<file path="config.mk">
export PLATFORM = sky130hd
export DESIGN_NAME = attack_hold_release_envelope_top
export DESIGN_NICKNAME = d
export VERILOG_FILES = /design/src/ahr_env_pkg.sv /design/src/ahr_env_ctrl.sv /design/src/ahr_env_datapath.sv /design/src/attack_hold_release_envelope_top.sv
export SDC_FILE = /design/constraint.sdc
export NUM_CORES = 2
export LEC_CHECK = 0
export BUFFER_PORTS_ARGS = -buffer_cell sky130_fd_sc_hd__buf_4
export CORE_ASPECT_RATIO = 1.4
export CORE_MARGIN = 2
export CORE_UTILIZATION = 25
export DETAILED_ROUTE_END_ITERATION = 12
export PLACE_DENSITY = 0.43
export SYNTH_ARGS = -nofsm -noshare
export SYNTH_HDL_FRONTEND = slang
export SYNTH_SLANG_ARGS = --single-unit
</file>
<file path="constraint.sdc">
create_clock -name aclk -period 21.4 [get_ports aclk]
set_input_delay 1.07 -clock aclk [delete_from_list [all_inputs] [get_ports aclk]]
set_output_delay 1.07 -clock aclk [all_outputs]
set_load 0.03 [all_outputs]
</file>
<file path="src/ahr_env_pkg.sv">
package ahr_env_pkg;

    localparam int CHANNELS_DEF = 8;

    localparam int CH_FIELD_W = 3;
    localparam int POS_W      = 32;
    localparam int LVL_W      = 17;
    localparam int ATTACK_W   = 24;
    localparam int HOLD_W     = 25;
    localparam int COEF_W     = 24;
    localparam int PHASE_W    = 2;
    localparam int QUO_W      = 16;
    localparam int DIV_STEPS  = QUO_W;
    localparam int CNT_W      = $clog2(DIV_STEPS);
    localparam int CFG_IDX_W  = 2;
    localparam int CFG_DATA_W = 25;
    localparam int S_TDATA_W  = 8;
    localparam int M_TDATA_W  = 56;
    localparam int M_TUSER_W  = CH_FIELD_W + PHASE_W;

    localparam logic [LVL_W-1:0] UNITY   = 17'h10000;
    localparam logic [POS_W-1:0] POS_MAX = 32'hFFFF_FFFF;

    localparam logic [ATTACK_W-1:0] ATTACK_RST = 24'd480;
    localparam logic [HOLD_W-1:0]   HOLD_RST   = 25'd5280;
    localparam logic [COEF_W-1:0]   COEF_RST   = 24'd16776000;

    localparam logic [CFG_IDX_W-1:0] CFG_ATTACK   = 2'd0;
    localparam logic [CFG_IDX_W-1:0] CFG_HOLD_END = 2'd1;
    localparam logic [CFG_IDX_W-1:0] CFG_COEF     = 2'd2;

    localparam logic [PHASE_W-1:0] PH_ATTACK  = 2'd0;
    localparam logic [PHASE_W-1:0] PH_HOLD    = 2'd1;
    localparam logic [PHASE_W-1:0] PH_RELEASE = 2'd2;

    typedef enum logic [3:0] {
        ST_IDLE = 4'b0001,
        ST_EVAL = 4'b0010,
        ST_DIV  = 4'b0100,
        ST_DONE = 4'b1000
    } ahr_state_t;

    typedef struct packed {
        logic load;
        logic eval_en;
        logic div_step;
        logic finish;
    } ahr_cmd_t;

    typedef struct packed {
        logic need_div;
        logic div_last;
        logic out_free;
    } ahr_status_t;

endpackage

</file>
<file path="src/ahr_env_ctrl.sv">
module ahr_env_ctrl (
    input  logic                     aclk,
    input  logic                     aresetn,
    input  logic                     s_tvalid,
    output logic                     s_tready,
    input  ahr_env_pkg::ahr_status_t status,
    output ahr_env_pkg::ahr_cmd_t    cmd
);

    ahr_env_pkg::ahr_state_t state_reg;
    ahr_env_pkg::ahr_state_t state_next;

    always_comb begin
        state_next = state_reg;
        case (state_reg)
            ahr_env_pkg::ST_IDLE: begin
                if (s_tvalid) begin
                    state_next = ahr_env_pkg::ST_EVAL;
                end
            end
            ahr_env_pkg::ST_EVAL: begin
                state_next = status.need_div ? ahr_env_pkg::ST_DIV : ahr_env_pkg::ST_DONE;
            end
            ahr_env_pkg::ST_DIV: begin
                if (status.div_last) begin
                    state_next = ahr_env_pkg::ST_DONE;
                end
            end
            ahr_env_pkg::ST_DONE: begin
                if (status.out_free) begin
                    state_next = ahr_env_pkg::ST_IDLE;
                end
            end
            default: begin
                state_next = ahr_env_pkg::ST_IDLE;
            end
        endcase
    end

    always_ff @(posedge aclk) begin
        if (!aresetn) begin
            state_reg <= ahr_env_pkg::ST_IDLE;
        end else begin
            state_reg <= state_next;
        end
    end

    assign s_tready     = (state_reg == ahr_env_pkg::ST_IDLE);
    assign cmd.load     = s_tready && s_tvalid;
    assign cmd.eval_en  = (state_reg == ahr_env_pkg::ST_EVAL);
    assign cmd.div_step = (state_reg == ahr_env_pkg::ST_DIV);
    assign cmd.finish   = (state_reg == ahr_env_pkg::ST_DONE) && status.out_free;

`ifndef SYNTHESIS
    a_accept_leaves_idle: assert property (@(posedge aclk) disable iff (!aresetn)
        (s_tvalid && s_tready) |=> (!s_tready && cmd.eval_en))
        else $error("accepted word did not start evaluation");
    a_finish_needs_room: assert property (@(posedge aclk) disable iff (!aresetn)
        cmd.finish |=> s_tready)
        else $error("controller did not return to idle after finishing");
`endif

endmodule

</file>
<file path="src/ahr_env_datapath.sv">
module ahr_env_datapath #(
    parameter int CHANNELS = ahr_env_pkg::CHANNELS_DEF
) (
    input  logic                                 aclk,
    input  logic                                 aresetn,
    input  ahr_env_pkg::ahr_cmd_t                cmd,
    output ahr_env_pkg::ahr_status_t             status,
    input  logic [ahr_env_pkg::S_TDATA_W-1:0]    s_tdata,
    input  logic [0:0]                           s_tuser,
    output logic                                 m_tvalid,
    input  logic                                 m_tready,
    output logic [ahr_env_pkg::M_TDATA_W-1:0]    m_tdata,
    output logic [ahr_env_pkg::M_TUSER_W-1:0]    m_tuser,
    input  logic                                 cfg_valid,
    input  logic [ahr_env_pkg::CFG_IDX_W-1:0]    cfg_index,
    input  logic [ahr_env_pkg::CFG_DATA_W-1:0]   cfg_data
);

    localparam int CH_W   = (CHANNELS > 1) ? $clog2(CHANNELS) : 1;
    localparam int POS_W  = ahr_env_pkg::POS_W;
    localparam int LVL_W  = ahr_env_pkg::LVL_W;
    localparam int WORD_W = POS_W + LVL_W;
    localparam int ATT_W  = ahr_env_pkg::ATTACK_W;
    localparam int PROD_W = LVL_W + ahr_env_pkg::COEF_W;

    logic [ATT_W-1:0]                     attack_reg;
    logic [ahr_env_pkg::HOLD_W-1:0]       hold_end_reg;
    logic [ahr_env_pkg::COEF_W-1:0]       coef_reg;

    logic [WORD_W-1:0]                    mem [CHANNELS];
    logic [CHANNELS-1:0]                  valid_reg;
    logic [WORD_W-1:0]                    rd_word_reg;
    logic                                 rd_valid_reg;
    logic [ahr_env_pkg::CH_FIELD_W-1:0]   ch_reg;
    logic                                 retrig_reg;
    logic [CH_W-1:0]                      rd_addr;
    logic [CH_W-1:0]                      wr_addr;

    logic                                 ch_ok;
    logic [POS_W-1:0]                     cur_pos;
    logic [LVL_W-1:0]                     cur_lvl;
    logic                                 in_attack;
    logic                                 in_hold;
    logic [PROD_W-1:0]                    prod;
    logic [LVL_W-1:0]                     decayed;

    logic                                 ok_reg;
    logic [LVL_W-1:0]                     res_level_reg;
    logic [ahr_env_pkg::PHASE_W-1:0]      res_phase_reg;
    logic [POS_W-1:0]                     res_elapsed_reg;
    logic [POS_W-1:0]                     new_pos_reg;
    logic [LVL_W-1:0]                     new_lvl_reg;

    logic [ATT_W-1:0]                     rem_reg;
    logic [ATT_W-1:0]                     rem_next;
    logic [ahr_env_pkg::QUO_W-1:0]        quo_reg;
    logic [ahr_env_pkg::QUO_W-1:0]        quo_next;
    logic [ahr_env_pkg::CNT_W-1:0]        cnt_reg;
    logic [ATT_W:0]                       trial;
    logic [ATT_W:0]                       diff;
    logic                                 ge;

    logic                                 m_valid_reg;
    logic [ahr_env_pkg::CH_FIELD_W-1:0]   out_ch_reg;
    logic [LVL_W-1:0]                     out_level_reg;
    logic [ahr_env_pkg::PHASE_W-1:0]      out_phase_reg;
    logic [POS_W-1:0]                     out_elapsed_reg;

    always_ff @(posedge aclk) begin
        if (!aresetn) begin
            attack_reg   <= ahr_env_pkg::ATTACK_RST;
            hold_end_reg <= ahr_env_pkg::HOLD_RST;
            coef_reg     <= ahr_env_pkg::COEF_RST;
        end else if (cfg_valid) begin
            case (cfg_index)
                ahr_env_pkg::CFG_ATTACK:   attack_reg   <= cfg_data[ATT_W-1:0];
                ahr_env_pkg::CFG_HOLD_END: hold_end_reg <= cfg_data;
                ahr_env_pkg::CFG_COEF:     coef_reg     <= cfg_data[ahr_env_pkg::COEF_W-1:0];
                default: begin
                end
            endcase
        end
    end

    assign rd_addr = CH_W'(s_tdata[ahr_env_pkg::CH_FIELD_W-1:0]);
    assign wr_addr = CH_W'(ch_reg);

    always_ff @(posedge aclk) begin
        if (cmd.load) begin
            rd_word_reg <= mem[rd_addr];
            ch_reg      <= s_tdata[ahr_env_pkg::CH_FIELD_W-1:0];
            retrig_reg  <= s_tuser[0];
        end
        if (cmd.finish && ok_reg) begin
            mem[wr_addr] <= {new_pos_reg, new_lvl_reg};
        end
    end

    always_ff @(posedge aclk) begin
        if (!aresetn) begin
            valid_reg    <= '0;
            rd_valid_reg <= 1'b0;
        end else begin
            if (cmd.load) begin
                rd_valid_reg <= valid_reg[rd_addr];
            end
            if (cmd.finish && ok_reg) begin
                valid_reg[wr_addr] <= 1'b1;
            end
        end
    end

    assign ch_ok     = int'(ch_reg) < CHANNELS;
    assign cur_pos   = (retrig_reg || !rd_valid_reg) ? '0 : rd_word_reg[WORD_W-1:LVL_W];
    assign cur_lvl   = (retrig_reg || !rd_valid_reg) ? ahr_env_pkg::UNITY
                                                     : rd_word_reg[LVL_W-1:0];
    assign in_attack = cur_pos < POS_W'(attack_reg);
    assign in_hold   = cur_pos < POS_W'(hold_end_reg);
    assign prod      = PROD_W'(cur_lvl) * PROD_W'(coef_reg);
    assign decayed   = prod[PROD_W-1:ahr_env_pkg::COEF_W];

    assign trial    = {rem_reg, 1'b0};
    assign diff     = trial - {1'b0, attack_reg};
    assign ge       = trial >= {1'b0, attack_reg};
    assign rem_next = ge ? diff[ATT_W-1:0] : trial[ATT_W-1:0];
    assign quo_next = {quo_reg[ahr_env_pkg::QUO_W-2:0], ge};

    always_ff @(posedge aclk) begin
        if (cmd.eval_en) begin
            ok_reg          <= ch_ok;
            res_elapsed_reg <= ch_ok ? cur_pos : '0;
            new_pos_reg     <= (cur_pos == ahr_env_pkg::POS_MAX) ? cur_pos : cur_pos + 1'b1;
            rem_reg         <= cur_pos[ATT_W-1:0];
            quo_reg         <= '0;
            cnt_reg         <= '0;
            if (!ch_ok || in_attack) begin
                res_phase_reg <= ahr_env_pkg::PH_ATTACK;
                res_level_reg <= '0;
                new_lvl_reg   <= ahr_env_pkg::UNITY;
            end else if (in_hold) begin
                res_phase_reg <= ahr_env_pkg::PH_HOLD;
                res_level_reg <= ahr_env_pkg::UNITY;
                new_lvl_reg   <= ahr_env_pkg::UNITY;
            end else begin
                res_phase_reg <= ahr_env_pkg::PH_RELEASE;
                res_level_reg <= decayed;
                new_lvl_reg   <= decayed;
            end
        end else if (cmd.div_step) begin
            rem_reg <= rem_next;
            quo_reg <= quo_next;
            cnt_reg <= cnt_reg + 1'b1;
            if (status.div_last) begin
                res_level_reg <= LVL_W'(quo_next);
            end
        end
    end

    assign status.need_div = ch_ok && in_attack;
    assign status.div_last = (cnt_reg == ahr_env_pkg::CNT_W'(ahr_env_pkg::DIV_STEPS - 1));
    assign status.out_free = !m_valid_reg || m_tready;

    always_ff @(posedge aclk) begin
        if (!aresetn) begin
            m_valid_reg <= 1'b0;
        end else if (cmd.finish) begin
            m_valid_reg <= 1'b1;
        end else if (m_tready) begin
            m_valid_reg <= 1'b0;
        end
    end

    always_ff @(posedge aclk) begin
        if (cmd.finish) begin
            out_ch_reg      <= ch_reg;
            out_level_reg   <= res_level_reg;
            out_phase_reg   <= res_phase_reg;
            out_elapsed_reg <= res_elapsed_reg;
        end
    end

    assign m_tvalid = m_valid_reg;
    assign m_tdata  = {{(ahr_env_pkg::M_TDATA_W - POS_W - LVL_W){1'b0}},
                       out_elapsed_reg, out_level_reg};
    assign m_tuser  = {out_phase_reg, out_ch_reg};

`ifndef SYNTHESIS
    a_word_from_finish: assert property (@(posedge aclk) disable iff (!aresetn)
        $rose(m_valid_reg) |-> $past(cmd.finish))
        else $error("result word appeared without a finished item");
    a_phase_legal: assert property (@(posedge aclk) disable iff (!aresetn)
        m_valid_reg |-> (out_phase_reg == ahr_env_pkg::PH_ATTACK ||
                         out_phase_reg == ahr_env_pkg::PH_HOLD ||
                         out_phase_reg == ahr_env_pkg::PH_RELEASE))
        else $error("result word carries an illegal phase");
`endif

endmodule

</file>
<file path="src/attack_hold_release_envelope_top.sv">
// Multichannel attack-hold-release envelope. Each input word advances one channel by one
// sample (retrigger in s_tuser restarts it) and yields exactly one result word. An item
// passes from acceptance through an evaluate state and a finish state in hold, release or
// for a channel beyond CHANNELS, and during attack also through a 16-step radix-2 divider
// that forms the ramp; a pending result word does not stop the next item from being
// accepted, but that item waits before finishing until the word is taken. Channel
// state lives in a small memory whose entries read as position 0 and level 1.0 until
// first written, so no clearing pass follows reset. Registers (reset value): 0 attack
// length in samples (480), 1 end of hold in samples (5280), 2 release coefficient Q0.24
// (16776000); writes are taken every cycle and should be made while the block is idle.
module attack_hold_release_envelope_top #(
    parameter int CHANNELS = ahr_env_pkg::CHANNELS_DEF
) (
    input  logic                               aclk,
    input  logic                               aresetn,
    input  logic                               s_tvalid,
    output logic                               s_tready,
    input  logic [ahr_env_pkg::S_TDATA_W-1:0]  s_tdata,   // channel[2:0], zeros above
    input  logic [0:0]                         s_tuser,   // retrigger[0]
    output logic                               m_tvalid,
    input  logic                               m_tready,
    output logic [ahr_env_pkg::M_TDATA_W-1:0]  m_tdata,   // level[16:0], elapsed_samples[48:17]
    output logic [ahr_env_pkg::M_TUSER_W-1:0]  m_tuser,   // out_channel[2:0], phase[4:3]
    input  logic                               cfg_valid,
    output logic                               cfg_ready,
    input  logic [ahr_env_pkg::CFG_IDX_W-1:0]  cfg_index,
    input  logic [ahr_env_pkg::CFG_DATA_W-1:0] cfg_data
);

    ahr_env_pkg::ahr_cmd_t    cmd;
    ahr_env_pkg::ahr_status_t status;

    assign cfg_ready = 1'b1;

    ahr_env_ctrl u_ctrl (
        .aclk     (aclk),
        .aresetn  (aresetn),
        .s_tvalid (s_tvalid),
        .s_tready (s_tready),
        .status   (status),
        .cmd      (cmd)
    );

    ahr_env_datapath #(
        .CHANNELS (CHANNELS)
    ) u_datapath (
        .aclk      (aclk),
        .aresetn   (aresetn),
        .cmd       (cmd),
        .status    (status),
        .s_tdata   (s_tdata),
        .s_tuser   (s_tuser),
        .m_tvalid  (m_tvalid),
        .m_tready  (m_tready),
        .m_tdata   (m_tdata),
        .m_tuser   (m_tuser),
        .cfg_valid (cfg_valid),
        .cfg_index (cfg_index),
        .cfg_data  (cfg_data)
    );

endmodule
</file>
==> run summary <==
Met1 wire length: 52400 microns
Core ar.: 170000 sq um
Total power: 5.43 mW
Detail Route Antenna Nets: 0
Root buffer cell: clkbuf_16
Most used cell, CP: fa_1
Power per cell area: 112 nW/um^2
Commonest non-fill, non-tap cells in the layout: 623 x edfxtp_1, 511 x nand2_1, 477 x inv_1, 328 x fa_1, 186 x ha_1
Critical Path AT: 9.73 ns
Syn Std Cell Area: 42600 sq um
# Max-Cap Violations: 0
Syn. warnings: 0
Placed insts: 5711
Slowest Stage Delay on Critical Path: 0.69 ns
Setup Fix Bufs, Post-CTS: 0
Nature of the critical path startpoint: flop
Worst-Skew Late Latency: 0.67 ns
Initial Util: 25.1%
Internal: 3.24 mW
Slew @ Worst Pin: 1.15 ns
Largest net degree at the start of global routing: 148
Stages on worst setup path: 23
DRC Markers: 0
# fillers: 17400
Max Freq: 0.107 GHz
# resized after CTS: 0
Via count: 26200
First DRT Iteration DRCs: 1518
Commonest non-fill, non-tap cell in the layout: edfxtp_1
P_sw: 2.19 mW
Vias in the first global route: 28400
Placed cell area: 46100 sq um
Clk slew on worst S/H paths: 0.06 ns
Unrepaired setup endpoints after global routing: false
Overall global routing resource usage: 14.3%
Combinational family with the most area after synthesis: adder cells
# setup viols final: 0
Min cycle time layout: 9.32 ns
Status: complete, no violations
Crit share post-route: 43.6%
Inserted Clock Buffers: 73
Final count of pins violating max slew: 0
Gate power share: 42.4%
Chip width: 353 microns
Worst endpoint required time: 21.81 ns
CP Capture Type: flop
Mux share of post-synthesis cell area: 6.87%
Fraction of layout cells with a size suffix above 1: 13.1%
Seq/Total Area, Yosys: 48.9%
Initial antenna violation count: 2
# IOs: 105
Uppermost layer routed: met4
Number of synthesized register bits: 729
Die area: 174000 sq um
Clock skew: 0.0301 ns
Leakage: 19.0 nW
Top FF cell, synth: edfxtp_1
Met2 wire len: 62900 microns
Wire length on met3: 4550 microns
Register area: 20800 sq um
CP bufs+invs: 5
I/O Buffers: 91
First-pass GRT wire length: 186000 microns
Largest register FFs: 392
GPL Wtd Cong: 0.827
Switching share of power: 40.3%
Cell family with most CP delay: adder cells
Crit Path Class: reg -> reg
Synth Area in Compound Gates: 5.15%
Final Cell Area: 48600 sq um
Nets: 4079
Multi-input logic area: 19400 sq um
HP Class: reg -> reg
Total Wirelength: 123000 microns
Setup_tns: 0 ns
Synth Instances: 3460
Post-Synth Simple-Gate Area: 11.0%
Synth Area in XOR/XNOR: 1.32%
CTS tree: done
Crit-path cells: and2b_4, buf_12, and2_1, buf_4, nand2_1, fa_1, fa_1, inv_1, fa_1, fa_1, fa_1, inv_1, fa_1, inv_1, ha_1, nand3_1, nor2_1, o211ai_1, o32ai_1, nor2_1, a211oi_1, nor3_1, o31ai_1
EDFF count, synth: 623
CTS Buffer Depth: 3
Worst hold path depth: 0
Num rows: 179
Vias per std cell: 4.49
Hold buffer count at CTS: 0
Grt ovf: 0
Final hold violation count: 0
Avg WL per Cell: 21.1 microns
FFs w/ async S/R, synth: 0%
Crit-path max FO: 147
Die Y: 492 microns
H-tree depth: 3
Area Overhead vs Synth: 14.1%
Clock share of power: 24.8%
Adder-Cell Fraction of Synth Area: 20.9%
CP max-delay cell: and2b_4
Util after Layout: 28.6%
Worst vdd ir: 0.112 mV
Distinct cells, synth: 74
Hpwl dp: 85800 microns
Clk sinks: 729
Reg power frac: 32.8%
Number of cells on the worst reg-to-reg path: 23
Worst rel slew slack: 23.0%
Fin cells: 5848
Syn Area/Cell: 12.3 sq um
DRT Pass-1 Iters: 5
per-layer routing:
layer	vias to the layer above	GRT usage, %
li1	11900	-
met1	13700	17.7
met2	481	25.7
met3	164	1.98
met4	0	4.47
met5	-	0
kinds of logic after synthesis:
kind of cell | after synthesis
AND/OR/NAND/NOR | 1001
flip-flops | 729
buffers and inverters | 658
adder cells (fa/ha/maj) | 514
AO/OA/AOI/OAI | 332
multiplexers | 160
XOR/XNOR | 64
other | 2
worst reg2reg max path, delay by kind of cell, from the launching register on:
kind | cells | cell delay, ns
compound gates | 4 | 1.62
fa+ha+maj | 7 | 3.64
buf+inv | 5 | 0.93
flops | 1 | 0.60
simple gates | 7 | 2.28
power groups by stage:
stage	logic (mW)	clock network [mW]	registers, mW
detailed placement	2.34	0	1.81
CTS	2.36	1.39	1.78
global placement	2.34	0	1.81
finish	2.30	1.35	1.78
global route	2.61	1.44	1.80
floorplan	1.55	0	1.78
per-stage QoR:
| stage | worst slack (ns) | hold WS, ns |
|---|---|---|
| floorplan | 13.38 | 0.400 |
| global placement | 12.12 | 0.402 |
| detailed placement | 12.14 | 0.405 |
| CTS | 12.11 | 0.415 |
| global route | 11.76 | 0.426 |
| finish | 12.08 | 0.414 |
cell type report:
cell class | count | area share, %
well taps | 2262 | 5.83
flip-flops and latches | 729 | 42.9
inverters | 478 | 3.70
multi-input cells | 2079 | 39.9
diodes | 3 | 0.0155
clock inverters | 48 | 1.11
clock buffers | 86 | 4.00
repair buffers | 163 | 2.55
synth_stat cells, types with 19 or more instances:
library cell | number | area, sq um
nor3_1 | 31 | 155
ha_1 | 186 | 2330
nand4_1 | 26 | 163
mux4_2 | 100 | 2250
a21boi_0 | 54 | 405
dfxtp_1 | 106 | 2120
a21oi_1 | 89 | 445
o21ai_0 | 53 | 265
xor2_1 | 31 | 272
clkbuf_1 | 146 | 548
nor2_1 | 120 | 450
nand3_1 | 51 | 255
a211oi_1 | 22 | 165
and3_1 | 135 | 845
and2_1 | 52 | 325
inv_1 | 477 | 1790
xnor2_1 | 33 | 289
nand2_1 | 511 | 1920
mux2_2 | 56 | 631
o31ai_1 | 19 | 143
buf_1 | 25 | 93.8
edfxtp_1 | 623 | 18700
a21o_1 | 20 | 150
fa_1 | 328 | 6570
worst paths after layout:
| kind | end | startpoint | slack (ns) |
|---|---|---|---|
| setup / recovery | u_datapath.res_level_reg[13]$_DFFE_PP_ | u_datapath.retrig_reg$_DFFE_PP_ | 12.08 |
| setup reg to reg | u_datapath.res_level_reg[13]$_DFFE_PP_ | u_datapath.retrig_reg$_DFFE_PP_ | 12.08 |
| hold reg to reg | u_datapath.out_elapsed_reg[23]$_DFFE_PP_ | u_datapath.res_elapsed_reg[23]$_DFFE_PP_ | 0.41 |
| hold / removal | u_datapath.out_elapsed_reg[23]$_DFFE_PP_ | u_datapath.res_elapsed_reg[23]$_DFFE_PP_ | 0.41 |
No activity file was read; power rests on OpenSTA's default activity.
